[config.mk]
export PLATFORM = sky130hd
export DESIGN_NAME = grouped_sorted_insert_lists_top
export DESIGN_NICKNAME = d
export VERILOG_FILES = /design/src/hdl/gsil_pkg.sv /design/src/hdl/gsil_ram.sv /design/src/hdl/grouped_sorted_insert_lists_top.sv
export SDC_FILE = /design/constraint.sdc
export NUM_CORES = 1
export LEC_CHECK = 0
export CORE_MARGIN = 5
export CORE_UTILIZATION = 64
export DETAILED_ROUTE_END_ITERATION = 16
export DONT_BUFFER_PORTS = 1
export PLACE_DENSITY = 0.83
export SLEW_MARGIN = 10
export SYNTH_ARGS = -nofsm -noshare
export SYNTH_HDL_FRONTEND = slang
export SYNTH_SLANG_ARGS = --single-unit
[constraint.sdc]
create_clock -name clock -period 7.1 [get_ports clock]
set_input_delay 1.42 -clock clock [delete_from_list [all_inputs] [get_ports clock]]
set_output_delay 1.42 -clock clock [all_outputs]
set_load 0.01 [all_outputs]
[src/hdl/gsil_pkg.sv]
// Shared types, codes and constants for the grouped sorted insert lists block.
`timescale 1ns / 1ps

package gsil_pkg;

   // Field widths fixed by the item formats.
   localparam int AGE_W  = 7;
   localparam int SEX_W  = 2;
   localparam int STAT_W = 2;
   localparam int GRP_W  = 2;

   // Number of age groups and the default slot count per group.
   localparam int NUM_GROUPS        = 3;
   localparam int GROUP_DEPTH_DEF   = 16;

   // Configuration register file.
   localparam int CSR_ADDR_W = 3;
   localparam int CSR_DATA_W = 32;
   localparam logic [0:0] REG_TEEN_LIMIT = 1'b0;
   localparam logic [AGE_W-1:0] TEEN_LIMIT_RST = 7'd19;

   // Command codes.
   localparam logic CMD_INSERT  = 1'b0;
   localparam logic CMD_READOUT = 1'b1;

   // Sex code that selects the men's group.
   localparam logic [SEX_W-1:0] SEX_MALE = 2'd1;

   // Result status codes.
   localparam logic [STAT_W-1:0] STAT_INSERTED = 2'd0;
   localparam logic [STAT_W-1:0] STAT_FULL     = 2'd1;
   localparam logic [STAT_W-1:0] STAT_ENTRY    = 2'd2;
   localparam logic [STAT_W-1:0] STAT_EMPTY    = 2'd3;

   // Group codes.
   localparam logic [GRP_W-1:0] GRP_YOUTH = 2'd0;
   localparam logic [GRP_W-1:0] GRP_WOMEN = 2'd1;
   localparam logic [GRP_W-1:0] GRP_MEN   = 2'd2;

   // Input transaction payload.
   typedef struct packed {
      logic             cmd;
      logic [AGE_W-1:0] age;
      logic [SEX_W-1:0] sex;
   } req_type;

   // Result transaction payload.
   typedef struct packed {
      logic [STAT_W-1:0] status;
      logic [GRP_W-1:0]  group;
      logic [AGE_W-1:0]  age_out;
      logic              last;
   } rsp_type;

endpackage

[src/hdl/gsil_ram.sv]
// Generic single-write, single-read synchronous RAM with a registered read port.
`timescale 1ns / 1ps

module gsil_ram #(
   parameter int WIDTH = 8,
   parameter int DEPTH = 16
) (
   input  logic                     clock,
   input  logic                     wr_en,
   input  logic [$clog2(DEPTH)-1:0] wr_addr,
   input  logic [WIDTH-1:0]         wr_data,
   input  logic                     rd_en,
   input  logic [$clog2(DEPTH)-1:0] rd_addr,
   output logic [WIDTH-1:0]         rd_data
);

   logic [WIDTH-1:0] mem_ff [DEPTH];
   logic [WIDTH-1:0] rd_data_ff;

   // Write port.
   always_ff @(posedge clock) begin
      if (wr_en) begin
         mem_ff[wr_addr] <= wr_data;
      end
   end

   // Registered read; the data holds while no read is issued.
   always_ff @(posedge clock) begin
      if (rd_en) begin
         rd_data_ff <= mem_ff[rd_addr];
      end
   end

   assign rd_data = rd_data_ff;

endmodule

[src/hdl/grouped_sorted_insert_lists_top.sv]
// Top level of the grouped sorted insert lists block.
`timescale 1ns / 1ps

// Keeps three ascending lists of ages (youth, women, men) of GROUP_DEPTH slots
// each in one synchronous RAM. One transaction is worked at a time. An insert
// walks its group from the tail, moving each larger-or-equal age up one slot
// per cycle, then writes the new age into the open slot (the head slot when
// every age moved); a full group answers straight away, an empty one once the
// age is in its head slot. A readout of an empty store gives one empty status;
// else one stored age per cycle from the single read port, unless results stall.
// Results leave through an output register, so a stall on the result side
// only holds the sequencer when the next result is ready. The age limit
// register should be written only while the block is idle.
module grouped_sorted_insert_lists_top #(
   parameter int GROUP_DEPTH = gsil_pkg::GROUP_DEPTH_DEF
) (
   input  logic                                 clock,
   input  logic                                 reset,
   // Input channel.
   input  logic                                 req_valid,
   output logic                                 req_stall,
   input  gsil_pkg::req_type                    req_data,
   // Result channel.
   output logic                                 rsp_valid,
   input  logic                                 rsp_stall,
   output gsil_pkg::rsp_type                    rsp_data,
   // Configuration port.
   input  logic                                 psel,
   input  logic                                 penable,
   input  logic                                 pwrite,
   input  logic [gsil_pkg::CSR_ADDR_W-1:0]      paddr,
   input  logic [gsil_pkg::CSR_DATA_W-1:0]      pwdata,
   output logic [gsil_pkg::CSR_DATA_W-1:0]      prdata,
   output logic                                 pready
);

   import gsil_pkg::*;

   localparam int MEM_DEPTH = NUM_GROUPS * GROUP_DEPTH;
   localparam int ADDR_W    = $clog2(MEM_DEPTH);
   localparam int CNT_W     = $clog2(GROUP_DEPTH + 1);

   typedef enum logic [4:0] {
      ST_IDLE = 5'b00001,
      ST_INS  = 5'b00010,
      ST_HEAD = 5'b00100,
      ST_RESP = 5'b01000,
      ST_RO   = 5'b10000
   } state_type;

   state_type            state_ff, state_in;
   logic [GRP_W-1:0]     grp_ff, grp_in;
   logic [AGE_W-1:0]     age_ff, age_in;
   logic [CNT_W-1:0]     cur_ff, cur_in;
   logic [STAT_W-1:0]    stat_ff, stat_in;
   logic [CNT_W-1:0]     count_ff [NUM_GROUPS];
   logic [CNT_W-1:0]     count_in [NUM_GROUPS];
   logic [AGE_W-1:0]     limit_ff, limit_in;
   logic                 rsp_valid_ff, rsp_valid_in;
   rsp_type              rsp_data_ff, rsp_data_in;

   logic                 mem_wr_en;
   logic [ADDR_W-1:0]    mem_wr_addr;
   logic [AGE_W-1:0]     mem_wr_data;
   logic                 mem_rd_en;
   logic [ADDR_W-1:0]    mem_rd_addr;
   logic [AGE_W-1:0]     mem_rd_data;

   logic                 req_acc;
   logic                 out_free;
   logic                 csr_wr;
   logic [GRP_W-1:0]     ins_grp;
   logic [CNT_W-1:0]     ins_cnt;
   logic [CNT_W-1:0]     cur_cnt;
   logic [NUM_GROUPS-1:0] nonempty;
   logic [GRP_W-1:0]     first_grp;
   logic                 has_next;
   logic [GRP_W-1:0]     next_grp;
   logic                 ro_last;
   logic                 ro_grp_end;

   // Slot address of entry idx within group g.
   function automatic logic [ADDR_W-1:0] slot_addr(input logic [GRP_W-1:0] g,
                                                    input logic [CNT_W-1:0] idx);
      int full;
      full = int'(g) * GROUP_DEPTH + int'(idx);
      return full[ADDR_W-1:0];
   endfunction

   // Count of one group, selected by its code.
   function automatic logic [CNT_W-1:0] count_of(input logic [GRP_W-1:0] g,
                                                  input logic [CNT_W-1:0] c0,
                                                  input logic [CNT_W-1:0] c1,
                                                  input logic [CNT_W-1:0] c2);
      logic [CNT_W-1:0] r;
      unique case (g)
         GRP_YOUTH: r = c0;
         GRP_WOMEN: r = c1;
         default:   r = c2;
      endcase
      return r;
   endfunction

   // Age store.
   gsil_ram #(
      .WIDTH (AGE_W),
      .DEPTH (MEM_DEPTH)
   ) u_ages (
      .clock   (clock),
      .wr_en   (mem_wr_en),
      .wr_addr (mem_wr_addr),
      .wr_data (mem_wr_data),
      .rd_en   (mem_rd_en),
      .rd_addr (mem_rd_addr),
      .rd_data (mem_rd_data)
   );

   // Handshakes and configuration port.
   assign req_acc   = req_valid && !req_stall;
   assign req_stall = (state_ff != ST_IDLE);
   assign out_free  = !rsp_valid_ff || !rsp_stall;
   assign rsp_valid = rsp_valid_ff;
   assign rsp_data  = rsp_data_ff;
   assign pready    = 1'b1;
   assign csr_wr    = psel && penable && pwrite && (paddr[2:2] == REG_TEEN_LIMIT);
   assign prdata    = (paddr[2:2] == REG_TEEN_LIMIT) ?
                      {{(CSR_DATA_W - AGE_W){1'b0}}, limit_ff} : '0;
   assign limit_in  = csr_wr ? pwdata[AGE_W-1:0] : limit_ff;

   // Group selection for an incoming insert.
   always_comb begin
      if (req_data.age < limit_ff) begin
         ins_grp = GRP_YOUTH;
      end else if (req_data.sex == SEX_MALE) begin
         ins_grp = GRP_MEN;
      end else begin
         ins_grp = GRP_WOMEN;
      end
   end

   assign ins_cnt = count_of(ins_grp, count_ff[0], count_ff[1], count_ff[2]);
   assign cur_cnt = count_of(grp_ff, count_ff[0], count_ff[1], count_ff[2]);

   // Readout walk: which groups hold entries and where the walk goes next.
   always_comb begin
      for (int g = 0; g < NUM_GROUPS; g++) begin
         nonempty[g] = (count_ff[g] != '0);
      end
      if (nonempty[0]) begin
         first_grp = GRP_YOUTH;
      end else if (nonempty[1]) begin
         first_grp = GRP_WOMEN;
      end else begin
         first_grp = GRP_MEN;
      end
      if ((grp_ff == GRP_YOUTH) && nonempty[1]) begin
         has_next = 1'b1;
         next_grp = GRP_WOMEN;
      end else if ((grp_ff != GRP_MEN) && nonempty[2]) begin
         has_next = 1'b1;
         next_grp = GRP_MEN;
      end else begin
         has_next = 1'b0;
         next_grp = GRP_MEN;
      end
      ro_grp_end = ((cur_ff + 1'b1) == cur_cnt);
      ro_last    = ro_grp_end && !has_next;
   end

   // Sequencer.
   always_comb begin
      state_in     = state_ff;
      grp_in       = grp_ff;
      age_in       = age_ff;
      cur_in       = cur_ff;
      stat_in      = stat_ff;
      count_in     = count_ff;
      rsp_valid_in = rsp_valid_ff && rsp_stall;
      rsp_data_in  = rsp_data_ff;
      mem_wr_en    = 1'b0;
      mem_wr_addr  = slot_addr(grp_ff, cur_ff);
      mem_wr_data  = age_ff;
      mem_rd_en    = 1'b0;
      mem_rd_addr  = slot_addr(grp_ff, cur_ff);

      unique case (state_ff)
         ST_IDLE: begin
            if (req_acc) begin
               if (req_data.cmd == CMD_INSERT) begin
                  grp_in = ins_grp;
                  age_in = req_data.age;
                  if (ins_cnt >= CNT_W'(GROUP_DEPTH)) begin
                     stat_in  = STAT_FULL;
                     state_in = ST_RESP;
                  end else begin
                     stat_in           = STAT_INSERTED;
                     count_in[ins_grp] = ins_cnt + 1'b1;
                     if (ins_cnt == '0) begin
                        // Empty group: the age goes straight to the head slot.
                        mem_wr_en   = 1'b1;
                        mem_wr_addr = slot_addr(ins_grp, '0);
                        mem_wr_data = req_data.age;
                        state_in    = ST_RESP;
                     end else begin
                        // Start at the tail of the group.
                        mem_rd_en   = 1'b1;
                        mem_rd_addr = slot_addr(ins_grp, ins_cnt - 1'b1);
                        cur_in      = ins_cnt;
                        state_in    = ST_INS;
                     end
                  end
               end else begin
                  if (nonempty == '0) begin
                     stat_in  = STAT_EMPTY;
                     grp_in   = GRP_YOUTH;
                     state_in = ST_RESP;
                  end else begin
                     grp_in      = first_grp;
                     cur_in      = '0;
                     mem_rd_en   = 1'b1;
                     mem_rd_addr = slot_addr(first_grp, '0);
                     state_in    = ST_RO;
                  end
               end
            end
         end

         ST_INS: begin
            // The read data is the entry just below the open slot.
            mem_wr_en = 1'b1;
            if (mem_rd_data >= age_ff) begin
               mem_wr_data = mem_rd_data;
               if (cur_ff == CNT_W'(1)) begin
                  state_in = ST_HEAD;
               end else begin
                  mem_rd_en   = 1'b1;
                  mem_rd_addr = slot_addr(grp_ff, cur_ff - CNT_W'(2));
                  cur_in      = cur_ff - 1'b1;
               end
            end else begin
               mem_wr_data = age_ff;
               state_in    = ST_RESP;
            end
         end

         ST_HEAD: begin
            // Every stored age moved up: the new age becomes the head.
            mem_wr_en   = 1'b1;
            mem_wr_addr = slot_addr(grp_ff, '0);
            mem_wr_data = age_ff;
            state_in    = ST_RESP;
         end

         ST_RESP: begin
            if (out_free) begin
               rsp_valid_in        = 1'b1;
               rsp_data_in.status  = stat_ff;
               rsp_data_in.group   = grp_ff;
               rsp_data_in.age_out = '0;
               rsp_data_in.last    = 1'b1;
               state_in            = ST_IDLE;
            end
         end

         ST_RO: begin
            if (out_free) begin
               rsp_valid_in        = 1'b1;
               rsp_data_in.status  = STAT_ENTRY;
               rsp_data_in.group   = grp_ff;
               rsp_data_in.age_out = mem_rd_data;
               rsp_data_in.last    = ro_last;
               if (ro_last) begin
                  state_in = ST_IDLE;
               end else if (ro_grp_end) begin
                  grp_in      = next_grp;
                  cur_in      = '0;
                  mem_rd_en   = 1'b1;
                  mem_rd_addr = slot_addr(next_grp, '0);
               end else begin
                  cur_in      = cur_ff + 1'b1;
                  mem_rd_en   = 1'b1;
                  mem_rd_addr = slot_addr(grp_ff, cur_ff + 1'b1);
               end
            end
         end

         default: begin
            state_in = ST_IDLE;
         end
      endcase
   end

   // Control registers.
   always_ff @(posedge clock) begin
      if (reset) begin
         state_ff     <= ST_IDLE;
         rsp_valid_ff <= 1'b0;
         limit_ff     <= TEEN_LIMIT_RST;
         for (int g = 0; g < NUM_GROUPS; g++) begin
            count_ff[g] <= '0;
         end
      end else begin
         state_ff     <= state_in;
         rsp_valid_ff <= rsp_valid_in;
         limit_ff     <= limit_in;
         count_ff     <= count_in;
      end
   end

   // Working and payload registers.
   always_ff @(posedge clock) begin
      grp_ff      <= grp_in;
      age_ff      <= age_in;
      cur_ff      <= cur_in;
      stat_ff     <= stat_in;
      rsp_data_ff <= rsp_data_in;
   end

endmodule
==> results.yml <==
die:
  die-area_um2: 31900
  ios: 99
  num_rows: 61
  coreArea_um2: 27900
  die_y_um: 179
  start_util_pct: 65.1
  die_w_um: 179
setup_path:
  crit_type: "input pin to register"
  endpoint: "u_ages.rd_data[4]"
  startpoint_type: "input pin"
  crit_fanout: 17
  r2r_start: "limit_ff[4]"
  cpPeakStageDelay_ps: 600
  path_cells: "ha_1 > nand2_1 > o21ai_1 > a21o_1 > mux2_2 > inv_1 > ha_1 > a21o_1 > a2111oi_0 > a31oi_2 > o311ai_1 > o41ai_2 > and2_2 > buf_4 > a21oi_1 > a22oi_1 > o22ai_1 > a211oi_1 > o211a_1"
  startpoint: "req_data[4]"
  reg2reg_setup_slack_ps: 1210
  r2r_cells: 20
  crit_required_ps: 7480
  crit_path_top_delay_cell: "and2_2"
  end_kind: "register"
  cp_data_arrival_time_ps: 6710
  timing.rr.end: "u_ages.rd_data[4]"
timing:
  final-setup-viol-count: 0
  rsz0062_at_grt: "false"
  timing.fmax_mhz: 158
  final.setup_skew_ps: 16.8
  hold_violations: 0
  maxSlewHeadroom_pct: 26.4
  hold_slack_ps: 477
  fin_tns_setup_ps: 0
  worst_pin_slew_ps: 1090
  fin_crit_ps: 6330
  finalCritPeriodShare_pct: 89.1
  slew_violations: 0
yosys:
  async_flop_share_pct: 0
  yosysUniqueCellTypes: 83
  synth_area_leaders: "edfxtp_1 61%, mux2i_1 5.3%, nand2_1 5.2%, dfxtp_1 3.1%, a21oi_1 2.5%"
  synthTopCellsByCount: "371 x edfxtp_1, 252 x nand2_1, 114 x nor2_1"
  synth_seq_cells: 399
  yosys.area.top_type_share_pct: 61.3
  ys_seq_area_share_pct: 64.4
  synthFlopType: "edfxtp_1"
  avgSynthCellArea_um2: 12.2
  synth.most_common_cell: "edfxtp_1"
  synth_cells: 1488
  netlist_area_um2: 18200
  synth_top_area_cell: "edfxtp_1"
  ys_warn_count: 0
  synth-edff-count: 371
clock_network:
  clk_pin_slew_ps: 60
  cts_tree: "yes"
  cts_setup_buffers: 0
  cts_resized: 0
  clk-insertion-delay-late_ps: 530
  cts_hold_buf: 0
  cts_buffer_depth: 3
  clkSinkCount: 399
  cts-root-buf: "clkbuf_16"
  cts_buffers: 40
  ctsHtreeMaxLevel: 2
power:
  peakVddDrop_uv: 333
  pwr_density_cell_nw_per_um2: 410
  power_mw: 8.13
  leakagePower_nw: 6.96
place:
  dpl.hpwl_um: 27500
  place_inst: 1821
  portBuffers: 0
  gp_congestion: 0.934
grt:
  grt_max_degree: 57
  grt_pass1_vias: 11800
  grt_antenna_before_repair: 0
  grt_pass1_wl_um: 66000
  grt_use_total_pct: 27.0
  grt_overflow: 0
cells_and_area:
  nNetsFinal: 1562
  area_growth_pct: 9.10
  drive_above_1_share_pct: 7.93
  n_antenna_cell: 0
  final_cells: 1892
route:
  dr.pass1.iters: 7
  drtAntennaViolNets: 0
  wirelength_um: 42800
  drc_errors: 0
  via_count: 12200
  drt-initial-drc-count: 1493
  via_per_inst: 6.47
  post_drt_wl_per_cell_um: 22.6
run_status:
  status: "finished, final reports clean"
hold_path:
  hp-class: "register to register"
run:
  cap_violations: 0
[metrics by stage]
step	area (um^2)	utilization, %	worst slack (ps)
after global routing	19800	71.0	636
final	19800	71.0	774
after global placement	18500	66.3	569
after detailed placement	18500	66.3	469
after floorplan	18300	-	1540
after CTS	19800	71.0	981
[flip-flops by register name (all words and copies together), names as in the netlist]
name and cells:
u_ages.mem_ff 336, count_ff 15, rsp_data 12, age_ff 7, limit_ff 7, u_ages.rd_data 7, cur_ff 5, state_ff 5
grp_ff 2, stat_ff 2, rsp_valid 1
[area by class of cell]
type	instances	area [um^2]
Fill cell	1835	8100
Multi-Input combinational cell	977	5890
Clock inverter	20	235
Tap cell	378	473
Timing Repair Buffer	32	328
Inverter	35	131
Clock buffer	51	1070
Sequential cell	399	11700
[power by group]
part | switching [mW] | total (mW) | internal (mW) | leakage (nW)
Combinational | 2.07 | 3.11 | 1.03 | 2.74
Sequential | 0.0828 | 2.91 | 2.83 | 3.58
Clock | 0.851 | 2.11 | 1.25 | 0.639
[worst min-delay path by stage]
stage / from / to / slack [ps] / depth (start not counted)
global placement: limit_ff[4] / limit_ff[4] / 440 / 1
detailed placement: limit_ff[1] / limit_ff[1] / 470 / 1
CTS: limit_ff[1] / limit_ff[1] / 480 / 1
floorplan: limit_ff[1] / limit_ff[1] / 440 / 1
global route: limit_ff[1] / limit_ff[1] / 490 / 1
finish: limit_ff[1] / limit_ff[1] / 480 / 1
[cell usage in the layout, fill, tap and decap left out, drive strengths merged, types with 10 or more instances in the layout]
cell,instances
o21ai,28
a211oi,25
dfxtp,28
a31oi,12
o22ai,13
o211ai,10
buf,32
nor2,116
clkinv,13
inv,37
and3,10
xnor2,10
conb,26
mux2i,97
ha,25
nand3,78
nand2,254
o32ai,10
nor3,18
a22oi,18
a21oi,92
clkbuf,51
and2,10
edfxtp,371
[metal layers]
metal / wire (um) / track usage, % / share of wire (%) / up-vias
li1: - / - / - / 5471
met2: 20100 / 43.5 / 47 / 758
met5: 0 / 0 / 0 / -
met3: 4460 / 5.30 / 10 / 126
met4: 1670 / 10.5 / 3.9 / 0
met1: 16600 / 36.8 / 39 / 5880
[logic make-up after synthesis]
family                   after synthesis  synth area share, %
adder cells (fa/ha/maj)               25                 1.72
other                                  2               0.0413
XOR/XNOR                              20                 1.04
AO/OA/AOI/OAI                        272                 10.2
flip-flops                           399                 64.4
AND/OR/NAND/NOR                      530                 12.9
multiplexers                         104                 5.86
buffers and inverters                136                 3.88
[critical path, delay by kind of cell]
| family | cells | cell delay (ps) |
|---|---|---|
| adder cells (fa/ha/maj) | 2 | 600 |
| buffers and inverters | 2 | 480 |
| multiplexers | 1 | 400 |
| AO/OA/AOI/OAI | 12 | 3080 |
| AND/OR/NAND/NOR | 2 | 680 |
No activity file was read; power rests on OpenSTA's default activity.
